File: config.mk
export PLATFORM = sky130hd
export DESIGN_NAME = wtcs_front
export DESIGN_NICKNAME = d
export VERILOG_FILES = /design/src/hw/rtl/wtcs_pkg.sv /design/src/hw/rtl/wtcs_front.sv
export SDC_FILE = /design/constraint.sdc
export NUM_CORES = 2
export LEC_CHECK = 0
export ABC_AREA = 1
export BUFFER_PORTS_ARGS = -buffer_cell sky130_fd_sc_hd__buf_2
export CAP_MARGIN = 20
export CORE_ASPECT_RATIO = 2
export CORE_MARGIN = 2
export CORE_UTILIZATION = 45
export CTS_BUF_LIST = sky130_fd_sc_hd__clkbuf_8
export CTS_CLUSTER_DIAMETER = 200
export CTS_CLUSTER_SIZE = 28
export DETAILED_ROUTE_END_ITERATION = 10
export PLACE_DENSITY = 0.74
export SLEW_MARGIN = 5
export SYNTH_ARGS = -nofsm -noshare
export SYNTH_HDL_FRONTEND = slang
export SYNTH_SLANG_ARGS = --single-unit
File: constraint.sdc
create_clock -name clk -period 10.15 [get_ports clk]
set_input_delay 2.03 -clock clk [delete_from_list [all_inputs] [get_ports clk]]
set_output_delay 2.03 -clock clk [all_outputs]
set_load 0.05 [all_outputs]
File: src/hw/rtl/wtcs_pkg.sv
`default_nettype none
package wtcs_pkg;

	// default texture geometry
	localparam int TEX_SIZE_DEF     = 64;
	localparam int NUM_TEXTURES_DEF = 4;

	// decoupling queue between front and back
	localparam int QDEPTH = 4;
	localparam int QAW    = $clog2(QDEPTH);

	// per-channel halving for y-side hits
	localparam logic [23:0] HALVE_MASK = 24'h7F7F7F;

	// configuration port
	localparam int CFG_AW = 2;
	localparam int CFG_DW = 12;
	localparam logic [CFG_AW-1:0] REG_SCREEN_WIDTH  = 2'd0;
	localparam logic [CFG_AW-1:0] REG_SCREEN_HEIGHT = 2'd1;
	localparam logic [CFG_DW-1:0] SCREEN_WIDTH_RST  = 12'd640;
	localparam logic [CFG_DW-1:0] SCREEN_HEIGHT_RST = 12'd480;

	// commands
	localparam logic CMD_LOAD  = 1'b0;
	localparam logic CMD_SHADE = 1'b1;

	// numerator width: row - height/2 + lh/2 as signed
	localparam int NUM_W = 18;
	localparam int MAG_W = 17;

	// classified request handed from front to back
	typedef struct packed {
		logic              cmd;
		logic [1:0]        tid;
		logic [23:0]       texel;
		logic              side;
		logic              mirror;
		logic [31:0]       frac;
		logic [21:0]       pix;
		logic [NUM_W-1:0]  num;
		logic [15:0]       lh;
		logic [10:0]       col;
		logic [10:0]       row;
	} item_t;

endpackage
`default_nettype wire

File: src/hw/rtl/wtcs_front.sv
`default_nettype none
module wtcs_front (
	input  wire                       clk,
	input  wire                       arst_n,
	input  wire  [wtcs_pkg::CFG_DW-1:0] screen_width,
	input  wire  [wtcs_pkg::CFG_DW-1:0] screen_height,
	input  wire                       in_valid,
	output logic                      in_ready,
	input  wire                       cmd,
	input  wire  [1:0]                tex_id,
	input  wire  [23:0]               texel_color,
	input  wire                       side,
	input  wire  [23:0]               pos_x,
	input  wire  [23:0]               pos_y,
	input  wire  [23:0]               perp_dist,
	input  wire  signed [17:0]        ray_dx,
	input  wire  signed [17:0]        ray_dy,
	input  wire  [15:0]               line_height,
	input  wire  [10:0]               column,
	input  wire  [10:0]               row,
	output logic                      q_valid,
	input  wire                       q_ready,
	output wtcs_pkg::item_t           q_item
);
	import wtcs_pkg::*;

	logic        v_s1, v_s2, adv2;
	logic        cmd_s1, side_s1, mirror_s1;
	logic [1:0]  tid_s1;
	logic [23:0] texel_s1, pos_s1;
	logic [31:0] prod_s1;
	logic [22:0] prow_s1;
	logic [NUM_W-1:0] num_s1;
	logic [15:0] lh_s1;
	logic [10:0] col_s1, row_s1;
	item_t       item_s2;

	logic signed [42:0] prod_c;
	logic signed [17:0] dir_c;
	logic [NUM_W-1:0]   num_c;

	// stall chain
	always_comb begin
		adv2     = !v_s2 || q_ready;
		in_ready = !v_s1 || adv2;
	end

	// hit product and row numerator
	always_comb begin
		dir_c  = side ? ray_dx : ray_dy;
		prod_c = $signed({19'd0, perp_dist}) * dir_c;
		num_c  = NUM_W'({7'd0, row}) - NUM_W'({7'd0, screen_height[CFG_DW-1:1]})
			+ NUM_W'({3'd0, line_height[15:1]});
	end

	always_ff @(posedge clk or negedge arst_n) begin
		if (!arst_n) begin
			v_s1 <= 1'b0;
			v_s2 <= 1'b0;
		end else begin
			if (in_ready) v_s1 <= in_valid;
			if (adv2)     v_s2 <= v_s1;
		end
	end

	// stage 1: multiplies
	always_ff @(posedge clk) begin
		if (in_valid && in_ready) begin
			cmd_s1    <= cmd;
			tid_s1    <= tex_id;
			texel_s1  <= texel_color;
			side_s1   <= side;
			mirror_s1 <= (!side && !ray_dx[17] && (ray_dx != 18'sd0)) || (side && ray_dy[17]);
			pos_s1    <= side ? pos_x : pos_y;
			prod_s1   <= prod_c[31:0];
			prow_s1   <= {12'd0, row} * {11'd0, screen_width};
			num_s1    <= num_c;
			lh_s1     <= line_height;
			col_s1    <= column;
			row_s1    <= row;
		end
	end

	// stage 2: hit fraction and frame buffer index
	always_ff @(posedge clk) begin
		if (v_s1 && adv2) begin
			item_s2.cmd    <= cmd_s1;
			item_s2.tid    <= tid_s1;
			item_s2.texel  <= texel_s1;
			item_s2.side   <= side_s1;
			item_s2.mirror <= mirror_s1;
			item_s2.frac   <= {pos_s1[15:0], 16'd0} + prod_s1;
			item_s2.pix    <= 22'(prow_s1 + 23'(col_s1));
			item_s2.num    <= num_s1;
			item_s2.lh     <= lh_s1;
			item_s2.col    <= col_s1;
			item_s2.row    <= row_s1;
		end
	end

	assign q_valid = v_s2;
	assign q_item  = item_s2;

endmodule
`default_nettype wire

==> results.cfg <==
[run_status]
outcome = finished, final reports clean

[drt]
viasPerCell = 5.24
ant_nets = 0
routed_wl_microns = 82800
vias = 21300
first_pass_iters = 7
wl_per_cell_microns = 20.4
drcViolationCount = 0
drtIter0Drc = 1045

[run]
cap_violations = 0

[finish]
fin_nets = 4065
drive_above_1_share_pct = 11.9
layout_common_cells = 694 x inv_1, 630 x nand2_1, 402 x fa_1
final_common_cell = inv_1
area_growth_pct = 9.62
fillers = 5791

[yosys]
synth-seq-cells = 294
async_flop_share_pct = 0.680
syn_inst = 2967
synth_area_sq_um = 28400
synthesis.nets = 3779
synth_enable_flop_cells = 292
synth_seq_area_share_pct = 31.1
syn_avg_cell_area_sq_um = 9.56
ys_warn_count = 0
synth_ff_type = edfxtp_1
ys_types = 43

[sta]
fin_skew_ps = 49.4
max_freq_ghz = 0.117
final_hold_viol_count = 0
tightest_slew_ps = 1020
finalSetupViolCount = 0
finalMaxSlewViolations = 0
fin_crit_ps = 8560
maxSlewHeadroom_pct = 32.1
fin_crit_sh_pct = 84.3
rsz0062_at_grt = no
fin_tns_setup_ps = 0
layout_setup_ws_ps = 1590

[cts]
clk_pin_slew_ps = 200
cts_buffers = 14
cts_sinks = 294
cts-htree-levels = 1
cts_max_path_buffers = 3
cts_setup_buffers = 0
cts_tree = done
hold_buffers = 0
root_buffer = clkbuf_8
insertion_delay_ps = 630
cts_resized = 0

[critical_path]
cp_max_fo = 33
end_kind = flip-flop
start_kind = input port
setup.worst_path.class = in2reg
r2r-start = col_s1[0]
r2r_slack_ps = 7670
critPathArrivalTime_ps = 8940
rr_worst_depth = 10
critical_path.startpoint = side
crit_required_ps = 10530
regToRegEndpoint = q_item[76]

[place]
pre_cts_ws_ps = 1080
portBuffers = 325
gp_congestion = 1.02
post-dp-hpwl_microns = 68700

[die]
die-area_sq_um = 65200
fp-row-count = 130
core_area_sq_um = 62600
start_util_pct = 45.3
die_y_microns = 359
die_w_microns = 182
io_pins = 343

[hold_path]
min_from = row_s1[7]
hold_end = q_item[7]
hold-path-cell-count = 0
holdCritPathClass = reg2reg

[global_routing]
grt-ovfl-total = 0
grt_max_degree = 102
grt_pass1_vias = 23500
grt_pass1_wl_microns = 126000
antenna_found_initial = 11
grt_use_total_pct = 25.9
-- final cells by class --
type,count,area (sq um),share of cell area (%)
clock buffer,14,193,0.620
inverter,701,2640,8.48
antenna,8,20.0,0.0644
clock inverter,7,43.8,0.141
sequential,294,8820,28.4
multi-input combinational,1897,16600,53.4
timing repair buffer,345,1780,5.72
tap,792,991,3.19
-- kinds of logic (layout without fill, tap and decap cells) --
group	Yosys count	after routing	share of synthesized area, %
xor+xnor	104	104	3.21
simple gates	978	978	13.7
compound gates	205	205	4.04
buf+inv	776	1067	10.4
flops	294	294	31.1
other cells	0	8	0
fa+ha+maj	610	610	37.6
-- state kept, by name, indices dropped and copies added, names as in the netlist, 2 cells and up --
name and cells:
q_item 138, col_s1 11, pos_s1 16, prod_s1 32, num_s1 17, texel_s1 24
lh_s1 16, prow_s1 22, row_s1 11, tid_s1 2
-- worst max-delay path, stage by stage --
cell and delay [ps]:
buf_2 170, buf_4 260, o21ai_0 690, inv_1 490, buf_4 340, nand2_1 90, fa_1 410, inv_1 90
fa_1 420, ha_1 280, inv_1 50, fa_1 490, inv_1 50, fa_1 530, inv_1 50, fa_1 470
inv_1 40, ha_1 340, nand2_1 120, nor2_1 150, inv_1 130, nor3_1 550, a21oi_1 240, o21ai_0 320
xor2_1 120
-- Yosys cell counts (12+ instances only) --
cell type,instances,share of area (%)
fa_1,402,28
xor2_1,66,2.0
nor2_1,225,3.0
nand2_1,630,8.3
a21oi_1,107,1.9
nor3_1,16,0.28
ha_1,208,9.2
a21o_1,12,0.32
o21ai_0,44,0.78
nand4_1,15,0.33
nand3_1,61,1.1
clkbuf_1,62,0.82
edfxtp_1,292,31
xnor2_1,38,1.2
inv_1,690,9.1
-- per-layer routing --
layer	part of all wire (%)	wire length (microns)	vias to the layer above	GRT usage (%)
li1	-	-	9601	-
met5	0.072	60	-	0
met2	54	44600	969	49.6
met4	10	8520	8	22.2
met3	6.3	5220	360	4.00
met1	29	24400	10300	23.0
-- per-stage QoR --
stage | util (%) | hold WS [ps] | cell area, sq um | cells
6_report | 49.6 | 384 | 31100 | 4058
3_3_place_gp | 49.2 | 400 | 30800 | 4029
4_1_cts | 49.6 | 389 | 31100 | 4050
3_5_place_dp | 49.2 | 405 | 30800 | 4029
2_1_floorplan | - | 400 | 28400 | 2967
5_1_grt | 49.6 | 397 | 31100 | 4054
-- how the worst max path moves through the flow --
stage / end / slack, ps
after floorplan: q_item[0] / 760
after global placement: prod_s1[27] / 1090
after detailed placement: prod_s1[27] / 1080
after CTS: prod_s1[27] / 1740
after global routing: prod_s1[21] / 1280
final: prod_s1[21] / 1590
Power is not shown: default switching activity piles up to over one toggle a cycle in this logic, so the estimate is an artifact.
