[src/hw/rtl/wtcs_pkg.sv]
`default_nettype none
package wtcs_pkg;

	// default texture geometry
	localparam int TEX_SIZE_DEF     = 64;
	localparam int NUM_TEXTURES_DEF = 4;

	// decoupling queue between front and back
	localparam int QDEPTH = 4;
	localparam int QAW    = $clog2(QDEPTH);

	// per-channel halving for y-side hits
	localparam logic [23:0] HALVE_MASK = 24'h7F7F7F;

	// configuration port
	localparam int CFG_AW = 2;
	localparam int CFG_DW = 12;
	localparam logic [CFG_AW-1:0] REG_SCREEN_WIDTH  = 2'd0;
	localparam logic [CFG_AW-1:0] REG_SCREEN_HEIGHT = 2'd1;
	localparam logic [CFG_DW-1:0] SCREEN_WIDTH_RST  = 12'd640;
	localparam logic [CFG_DW-1:0] SCREEN_HEIGHT_RST = 12'd480;

	// commands
	localparam logic CMD_LOAD  = 1'b0;
	localparam logic CMD_SHADE = 1'b1;

	// numerator width: row - height/2 + lh/2 as signed
	localparam int NUM_W = 18;
	localparam int MAG_W = 17;

	// classified request handed from front to back
	typedef struct packed {
		logic              cmd;
		logic [1:0]        tid;
		logic [23:0]       texel;
		logic              side;
		logic              mirror;
		logic [31:0]       frac;
		logic [21:0]       pix;
		logic [NUM_W-1:0]  num;
		logic [15:0]       lh;
		logic [10:0]       col;
		logic [10:0]       row;
	} item_t;

endpackage
`default_nettype wire

[src/hw/rtl/wtcs_queue.sv]
`default_nettype none
module wtcs_queue (
	input  wire              clk,
	input  wire              arst_n,
	input  wire              push_valid,
	output logic             push_ready,
	input  wtcs_pkg::item_t  push_item,
	output logic             pop_valid,
	input  wire              pop,
	output wtcs_pkg::item_t  pop_item
);
	import wtcs_pkg::*;

	item_t           ent_q [QDEPTH];
	logic [QAW-1:0]  wr_ptr_q, rd_ptr_q;
	logic [QAW:0]    cnt_q;
	logic            do_push, do_pop;

	always_comb begin
		push_ready = (cnt_q != (QAW+1)'(QDEPTH));
		pop_valid  = (cnt_q != '0);
		do_push    = push_valid && push_ready;
		do_pop     = pop && pop_valid;
		pop_item   = ent_q[rd_ptr_q];
	end

	// pointers and fill count
	always_ff @(posedge clk or negedge arst_n) begin
		if (!arst_n) begin
			wr_ptr_q <= '0;
			rd_ptr_q <= '0;
			cnt_q    <= '0;
		end else begin
			if (do_push) wr_ptr_q <= QAW'(wr_ptr_q + 1'b1);
			if (do_pop)  rd_ptr_q <= QAW'(rd_ptr_q + 1'b1);
			if (do_push && !do_pop)      cnt_q <= cnt_q + 1'b1;
			else if (do_pop && !do_push) cnt_q <= cnt_q - 1'b1;
		end
	end

	always_ff @(posedge clk) begin
		if (do_push) ent_q[wr_ptr_q] <= push_item;
	end

endmodule
`default_nettype wire

[config.mk]
export PLATFORM = sky130hd
export DESIGN_NAME = wtcs_queue
export DESIGN_NICKNAME = d
export VERILOG_FILES = /design/src/hw/rtl/wtcs_pkg.sv /design/src/hw/rtl/wtcs_queue.sv
export SDC_FILE = /design/constraint.sdc
export NUM_CORES = 1
export LEC_CHECK = 0
export ABC_AREA = 1
export BUFFER_PORTS_ARGS = -buffer_cell sky130_fd_sc_hd__buf_2
export CAP_MARGIN = 20
export CORE_UTILIZATION = 60
export CTS_BUF_LIST = sky130_fd_sc_hd__clkbuf_4
export CTS_CLUSTER_DIAMETER = 80
export CTS_CLUSTER_SIZE = 16
export DETAILED_ROUTE_END_ITERATION = 10
export MAX_ROUTING_LAYER = met4
export PLACE_DENSITY = 0.93
export SYNTH_ARGS = -nofsm -noshare
export SYNTH_HDL_FRONTEND = slang
export SYNTH_SLANG_ARGS = --single-unit
[constraint.sdc]
create_clock -name clk -period 8.7 [get_ports clk]
set_input_delay 0.87 -clock clk [delete_from_list [all_inputs] [get_ports clk]]
set_output_delay 0.87 -clock clk [all_outputs]
set_load 0.02 [all_outputs]
==> results of run 1 <==
registers in the layout, summed over array words and instances, names as in the netlist:
signal    count
ent_q       556
rd_ptr_q      2
wr_ptr_q      2
cnt_q         3
worst max-delay path, stage by stage, from the launching register on:
cell,delay [ps]
dfrtp_1,540
inv_16,540
buf_4,760
buf_4,710
nand2_1,170
o211ai_1,150
nand2_1,110
buf_2,180
report_power, final:
group | internal (mW) | total (mW) | switching (mW) | leakage (nW)
Clock | 0.274 | 1.03 | 0.760 | 0.251
Combinational | 0.911 | 3.27 | 2.36 | 4.41
Sequential | 3.56 | 3.73 | 0.171 | 5.18
cells by family (layout without fill, tap and decap cells):
| logic type | count (synthesis) | after routing | share of synthesized area |
|---|---|---|---|
| flip-flops | 563 | 563 | 0.745 |
| other | 0 | 15 | 0 |
| adder cells (fa/ha/maj) | 6 | 6 | 0.00365 |
| AND/OR/NAND/NOR | 446 | 446 | 0.0744 |
| buffers and inverters | 386 | 647 | 0.0822 |
| AO/OA/AOI/OAI | 279 | 279 | 0.0946 |
| XOR/XNOR | 1 | 1 | 0.000387 |
worst paths after layout:
kind / endpoint / cells past startpoint / slack (ps)
worst max-delay path: pop_item[132] / 7 / 3800
worst min-delay path: ent_q[2][71] / 1 / 270
worst max register to register: ent_q[0][28] / 6 / 5760
worst min register to register: cnt_q[2] / 2 / 540
max in group asynchronous: rd_ptr_q[1] / 2 / 8080
min in group asynchronous: rd_ptr_q[1] / 2 / 440
routing by layer:
metal	vias up	global-route usage	routed length (microns)
met2	427	0.414	23000
met4	0	0.0880	1200
met1	6423	0.277	16800
met3	90	0.0572	3320
li1	6365	-	-
met5	-	-	0
cells in the mapped netlist:
library cell	n
nand3_1	7
nand2_1	434
buf_4	13
fa_1	1
xnor2_1	1
nor2_1	4
inv_2	1
buf_6	44
dfrtp_1	7
o211ai_2	10
o211ai_1	268
inv_1	292
ha_1	5
buf_2	25
clkbuf_1	10
inv_4	1
edfxtp_1	556
nand4_1	1
o21ai_0	1
cell type report:
class / instances / area, sq um / area share
Timing Repair Buffer: 298 / 1560 / 0.0633
Antenna cell: 15 / 37.5 / 0.00153
Multi-Input combinational cell: 732 / 3950 / 0.161
Tap cell: 504 / 631 / 0.0256
Sequential cell: 563 / 16900 / 0.686
Clock buffer: 50 / 375 / 0.0153
Inverter: 294 / 1120 / 0.0456
Clock inverter: 5 / 43.8 / 0.00178
metrics by stage:
stage	util	hold slack, ps	total power [mW]	instances
finish	0.667	270	8.03	2461
global route	0.667	172	8.50	2459
CTS	0.666	181	8.08	2446
detailed placement	0.654	494	7.07	2390
global placement	0.654	482	6.92	2390
floorplan	-	463	6.29	1681
timing repair:
| item | CTS | global route |
|---|---|---|
| hold endpoints to repair | 7 | 0 |
| setup buffers | 0 | 0 |
| hold buffers | 1 | 0 |
| resized for setup | 0 | 0 |
==> metrics, run 1 <==
GR Overflow Total 0; final worst path period share 0.563; Critical path origin rd_ptr_q[0]; Worst R2R Start cnt_q[0]; post-synth cell types 19; DR vias 13.3k; initial antenna violation count 12; RSZ-0062 raised after global routing false; clk_skew around 41 ps; worst slew pin tran around 1100 ps; VDD IR-drop max roughly 430 uV; Crit Path Class reg2out; fin area roughly 25000 sq um; worst hold path class in2reg; CTS tree built; register bit count reported by yosys roughly 560; number of port buffers 283; Max Transition Viols Final 0; status finished, final reports clean; CTS buffer count 42; GRT Util Overall 0.241; crit end category output pin; post-synth top area share 0.737; Final setup viols 0; I/O pin count ~280; Worst EP required ~8000 ps; area delta synth->final 8.56%; hold wc startpoint push_item[71]; via/cell ratio roughly 5.4; largest net degree at the start of global routing around 290; Starting DRT DRC Count roughly 1.0k; # rows 70; total of max-cap violations 0; CTS H-Tree Depth 2; Die X 196 microns; Achievable Freq between 200 and 250 MHz; Synth Net Count roughly 1.8k; Starting Density 0.614; total routed wirelength 44300 microns; antenna-violating nets left 0; fin crit period between 4000 and 5000 ps; post-placement cell area about 24000 sq um; Place WS around 4600 ps; # clock sinks roughly 560; Crit path arrival time 4030 ps; post-synthesis cell count around 1.7k; clk slew on worst S/H paths roughly 150 ps; Placer Congestion 0.808; Worst-Skew Late Latency about 790 ps; DR pass1 iterations 5; Synth area leader edfxtp_1; final worst setup slack approximately 3800 ps; Critical Path Start Type flip-flop; max_slew headroom 0.294; global-route wire length before repair 69300 microns; Clock Tree Buf Depth 3; commonest non-fill, non-tap cell in the layout edfxtp_1; DIE AREA between 30000 and 40000 sq um; top post-synthesis cells by area edfxtp_1, o211ai_1, nand2_1, inv_1, buf_6; CTS root buffer clkbuf_4; Die Y 196 microns; Max FO, Critical Path approximately 280; DP HPWL between 20000 and 30000 microns; post-synth design cell area roughly 23000 sq um; number of global-route vias before repair ~14k; Power Dens Cells roughly 330 nW/um^2; DRC 0; YS warnings 0; sequential cell area fraction in the yosys report 0.745; syn avg cell area 13.5 sq um; Final TNS setup 0 ps; Fin. Hold Viols 0; Fill cells 2449; # nets final between 2k and 2.5k; most frequent cells in the layout edfxtp_1, nand2_1, inv_1, buf_2, o211ai_1; Core ar. approximately 37000 sq um; layout cells sized above 1 0.190; Avg WL per Cell ~18 microns; Leak Pwr roughly 10 nW
Note: power is estimated with default switching activity, not from simulation.
==> run 2: changes to the inputs <==
- clock period: 8.7 -> 4.9 ns (I/O delays scaled with it)
==> metrics, run 2 (same netlist as run 1, synthesis figures left out) <==
status finished, final reports clean; Reg-to-Reg End ent_q[0][103]; Hold WS 109 ps (-160 ps); Resized Gates After CTS 0 (unchanged); Place WS 1780 ps (-2810 ps); final worst setup slack 887 ps (-2910 ps); DIE AREA 38500 sq um (unchanged); layout cells sized above 1 0.175 (-0.0146); most frequent cells in the layout edfxtp_1, nand2_1, inv_1, buf_2, o211ai_1; initial antenna violation count 4 (-8); Worst-Skew Late Latency 780 ps (about the same); Max FO, Critical Path 234 (-18%); total routed wirelength 50300 microns (+14%); number of global-route vias before repair 15.0k (+10%); CP cell instances inv_16 -> buf_16 -> buf_12 -> nand2_1 -> o211ai_1 -> nand2_1 -> buf_2; max FFs per register 556 (unchanged); Leak Pwr 10.4 nW (+6.0%); Placer Congestion 0.778 (-3.7%); Clock Tree Buf Depth 3 (unchanged); Final setup viols 0 (unchanged); worst slew pin tran 1260 ps (+204 ps); Crit Path Class reg2out; DRC 0 (unchanged); Starting DRT DRC Count 1016 (-1.5%); antenna-violating nets left 0 (unchanged); GRT Util Overall 0.271 (+0.0298); Starting Density 0.614 (unchanged); fin crit period 4010 ps; CTS H-Tree Depth 2 (unchanged); total of max-cap violations 0 (unchanged); CTS root buffer clkbuf_4; via/cell ratio 5.58 (+3.3%); clk slew on worst S/H paths 160 ps (about the same); CTS buffer count 41 (-2.4%); GR Overflow Total 0 (unchanged); # clock sinks 563 (unchanged); Crit path arrival time 3520 ps (-510 ps); final worst path period share 0.819; DR pass1 iterations 6 (+1); most frequent CP cell nand2_1; worst hold path class in2async; CP max stage cell dfrtp_1; Critical Path Start Type flip-flop; CP max stage delay 540 ps (-220 ps); Biggest register ent_q; R2R setup slack 2240 ps (-3520 ps); largest net degree at the start of global routing 365 (+28%); VDD IR-drop max 509 uV (+18%); Avg WL per Cell 19.4 microns (+8.0%); crit end category output pin; Die Y 196 microns (unchanged); number of port buffers 283 (unchanged); Final TNS setup 0 ps (unchanged); R2R cell count 6 (unchanged); # rows 70 (unchanged); RSZ-0062 raised after global routing false; I/O pin count 284 (unchanged); Achievable Freq around 250 MHz; top flop regs ent_q: 556 flops, cnt_q: 3 flops; Worst EP required 4410 ps (-3420 ps); Max Transition Viols Final 0 (unchanged); DR vias 14.5k (+8.6%); Power Dens Cells 560 nW/um^2 (+71%); Fin. Hold Viols 0 (unchanged); CTS tree built; Worst R2R Start cnt_q[0]; DP HPWL 26700 microns (+2.1%); Core ar. 36900 sq um (unchanged); # nets final 2221 (+6.8%); area delta synth->final 14.8%; commonest non-fill, non-tap cell in the layout edfxtp_1; max_slew headroom 0.158 (-0.136); Die X 196 microns (unchanged); Critical path origin rd_ptr_q[0]; clk_skew 40.4 ps (-0.201 ps); global-route wire length before repair 77700 microns (+12%)
==> run 2: timing repair <==
action | 4_1_cts | 5_1_grt
buffers inserted | 0 | 0
hold buffers | 142 | 0
endpoints found under the hold margin | 566 | 0
==> run 2: cell type report <==
type | count | area [sq um]
multi-input combinational | 732 | 3950
antenna | 4 | 10.0
timing repair buffer | 440 | 3030
clock inverter | 4 | 20.0
tap | 504 | 631
clock buffer | 48 | 360
fill | 2137 | 10900
sequential | 563 | 16900
inverter | 294 | 1120
==> run 2: through the flow <==
step | power (mW) | utilization | cells | instance area [sq um]
2_1_floorplan | 11.1 | - | 1681 | 22700
3_3_place_gp | 12.3 | 0.655 | 2390 | 24200
3_5_place_dp | 12.6 | 0.655 | 2390 | 24200
4_1_cts | 14.4 | 0.704 | 2584 | 26000
5_1_grt | 15.3 | 0.705 | 2589 | 26000
6_report | 14.6 | 0.705 | 2589 | 26000
==> run 2: where the power goes <==
part	internal (mW)	leakage, nW	total, mW	switching [mW]
Clock	0.458	0.228	1.80	1.35
Combinational	1.74	5.02	6.06	4.32
Sequential	6.32	5.18	6.70	0.376
==> run 2: worst max path at each step <==
| stage | endpoint | slack [ps] | cells after the start |
|---|---|---|---|
| 3_5_place_dp | pop_item[31] | 1780 | 5 |
| 2_1_floorplan | ent_q[0][0] | -140 | 4 |
| 3_3_place_gp | pop_item[122] | 1740 | 5 |
| 5_1_grt | pop_item[127] | 700 | 5 |
| 4_1_cts | pop_item[31] | 870 | 5 |
| 6_report | pop_item[102] | 890 | 7 |
==> run 2: worst max-delay path, delay by kind of cell (launching register included) <==
kind / cells / cell delay (ps)
flops: 1 / 540
buf+inv: 4 / 1320
compound gates: 1 / 140
simple gates: 2 / 210
==> run 2: routing by layer <==
layer	track usage	vias to the layer above	share of wire	routed length, microns
met4	0.119	0	0.030	1530
met2	0.470	709	0.53	26800
met1	0.310	6985	0.36	18000
met5	-	-	0	0
met3	0.0474	123	0.079	3980
li1	-	6637	-	-
==> run 3: changes to the inputs <==
- ABC_AREA: 1 -> 0
- CORE_UTILIZATION: 60 -> 53
- PLACE_DENSITY: 0.93 -> 0.88
- clock period: 4.9 -> 3.23 ns (I/O delays scaled with it)
==> metrics, run 3 <==
YS warnings 0 (unchanged); DR vias 9669 (-33%); max FFs per register 556 (unchanged); DRC 0 (unchanged); Die Y 198 microns (+1.1%); # rows 71 (+1.4%); post-CTS setup buffer count 0 (unchanged); Starting Density 0.541 (-0.0737); DIE AREA 39400 sq um (+2.2%); sequential share of power 0.499 (+0.039); global routing met3 resource utilization 0.0526 (+0.00511); via/cell ratio 5.53 (-1.0%); Power Dens Cells 833 nW/um^2 (+49%); post-synth top area share 0.816 (+0.0790); Max Transition Viols Final 0 (unchanged); register bit count reported by yosys 563 (unchanged); top flop regs ent_q: 556 flops, cnt_q: 3 flops; Worst-Skew Late Latency 790 ps (about the same); Max FO, Critical Path 33 (-86%); post-synthesis cell count 762 (-55%); worst hold path class in2reg; initial antenna violation count 7 (+3); Synth Net Count 911 (-50%); Final setup viols 0 (unchanged); status finished, final reports clean; DP HPWL 23500 microns (-12%); global-route wire length before repair 60000 microns (-23%); area delta synth->final 19.5%; fin crit period 3030 ps; number of port buffers 283 (unchanged); clk slew on worst S/H paths 160 ps (about the same); Clock Tree Buf Depth 3 (unchanged); layout cells sized above 1 0.408 (+0.233); Critical Path Start Type flip-flop; most frequent cell after synthesis edfxtp_1; syn avg cell area 26.8 sq um (+99%); Hold Buf Count CTS 143 (+0.70%); total of max-cap violations 0 (unchanged); Crit Path Class reg2out; post-synth cell types 20 (+1); top cells by count, synth edfxtp_1, mux4_2, buf_2, buf_6, dfrtp_1; Starting DRT DRC Count 584 (-43%); Final TNS setup 0 ps (unchanged); combinational power share 0.369 (-0.047); switching pwr 6.88 mW (+14%); Layout Utilization 0.646 (-0.0588); final worst path period share 0.939; largest net degree at the start of global routing 104 (-72%); Synth area leader edfxtp_1; met1 Use GR 0.257 (-0.0524); total routed wirelength 39900 microns (-21%); commonest non-fill, non-tap cell in the layout edfxtp_1; DR pass1 iterations 4 (-2); GRT Util Overall 0.214 (-0.0575); post-synthesis async set-or-reset flop share 0.0124 (unchanged); CTS root buffer clkbuf_4; met2 GRT Util 0.356 (-0.114); Net Sw Frac 0.338 (-0.0770); CTS tree built; Fin. Hold Viols 0 (unchanged); CTS buffer count 41 (unchanged); GRT busiest layer met2; Clk pwr share 0.132 (+0.008); Leak Pwr 8.27 nW (-21%); top post-synthesis cells by area edfxtp_1, mux4_2, dfrtp_1, buf_6, buf_2; cell internal pwr 13.5 mW (+58%); Avg WL per Cell 22.8 microns (+17%); I/O pin count 284 (unchanged); hold depth 2; crit end category output pin; antenna-violating nets left 0 (unchanged); Resized Gates After CTS 0 (unchanged); Crit path arrival time 2710 ps (-810 ps); R2R cell count 4 (-2); worst slew pin tran 660 ps (-603 ps); RSZ-0062 raised after global routing false; most frequent cells in the layout edfxtp_1, buf_2, dlygate4sd3_1, mux4_2, clkbuf_4; sequential cell area fraction in the yosys report 0.825 (+0.0798); # clock sinks 563 (unchanged); Most used DFF post-synth edfxtp_1; clk_skew 43.9 ps (+3.51 ps); GR Overflow Total 0 (unchanged); max_slew headroom 0.560 (+0.402); R2R setup slack 1000 ps (-1240 ps); Biggest register ent_q; post-synth design cell area 20500 sq um (-9.7%); number of flops mapped to enable cells by yosys 556 (unchanged); Die X 198 microns (+1.1%); VDD IR-drop max 523 uV (+2.9%); Worst EP required 2910 ps (-1500 ps); Achievable Freq around 330 MHz; CTS H-Tree Depth 2 (unchanged); Core ar. 37800 sq um (+2.6%); Placer Congestion 0.739 (-5.0%); number of global-route vias before repair 10.5k (-30%); # nets final 1366 (-38%)
[run 3: cells by family (layout without fill, tap and decap cells)]
family                   Yosys count  after routing  synth area share
AND/OR/NAND/NOR                   10             10           0.00251
AO/OA/AOI/OAI                      1              1          0.000550
adder cells (fa/ha/maj)            6              6           0.00404
other                              0             11                 0
multiplexers                     141            141             0.154
flip-flops                       563            563             0.825
XOR/XNOR                           6              6           0.00257
buffers and inverters             35            501            0.0116
[run 3: final timing paths]
check,startpoint,endpoint
max in group asynchronous,arst_n,rd_ptr_q[0]
setup / recovery,rd_ptr_q[0],pop_item[51]
hold / removal,push_item[87],ent_q[2][87]
hold reg to reg,cnt_q[2],cnt_q[2]
min in group asynchronous,arst_n,cnt_q[0]
setup reg to reg,cnt_q[0],ent_q[3][84]
[run 3: per-stage QoR]
stage / cells / power [mW] / hold WS (ps) / setup slack [ps] / cell area, sq um
CTS: 1739 / 20.6 / 155 / 63.0 / 24400
global placement: 1542 / 17.6 / 172 / 1040 / 22600
global route: 1746 / 21.3 / 186 / 2.82 / 24400
floorplan: 762 / 15.3 / 27.4 / 295 / 20500
detailed placement: 1542 / 17.8 / 179 / 1010 / 22600
finish: 1750 / 20.4 / 274 / 197 / 24500
[run 3: layout make-up]
| cell class | instances | area [sq um] |
|---|---|---|
| Inverter | 3 | 11.3 |
| Multi-Input combinational cell | 164 | 3360 |
| Antenna cell | 11 | 27.5 |
| Sequential cell | 563 | 16900 |
| Timing Repair Buffer | 444 | 3150 |
| Fill cell | 2480 | 13400 |
| Tap cell | 511 | 639 |
| Clock buffer | 50 | 375 |
| Clock inverter | 4 | 20.0 |
[run 3: power groups by stage]
| stage | Clock [mW] | Combinational [mW] | Sequential [mW] |
|---|---|---|---|
| 6_report | 2.69 | 7.52 | 10.2 |
| 4_1_cts | 2.80 | 7.62 | 10.2 |
| 3_5_place_dp | 0 | 7.46 | 10.4 |
| 5_1_grt | 3.04 | 8.00 | 10.3 |
| 2_1_floorplan | 0 | 5.25 | 10.1 |
| 3_3_place_gp | 0 | 7.38 | 10.2 |
[run 3: worst max-delay path, stage by stage (launching register included)]
cell and delay, ps:
dfrtp_4 790, buf_12 330, mux4_2 580, buf_2 190
[run 3: per-layer routing]
| layer | wire length, microns | part of all wire |
|---|---|---|
| met1 | 15300 | 0.38 |
| met2 | 20800 | 0.52 |
| met3 | 2670 | 0.067 |
| met4 | 1180 | 0.030 |
| met5 | 0 | 0 |
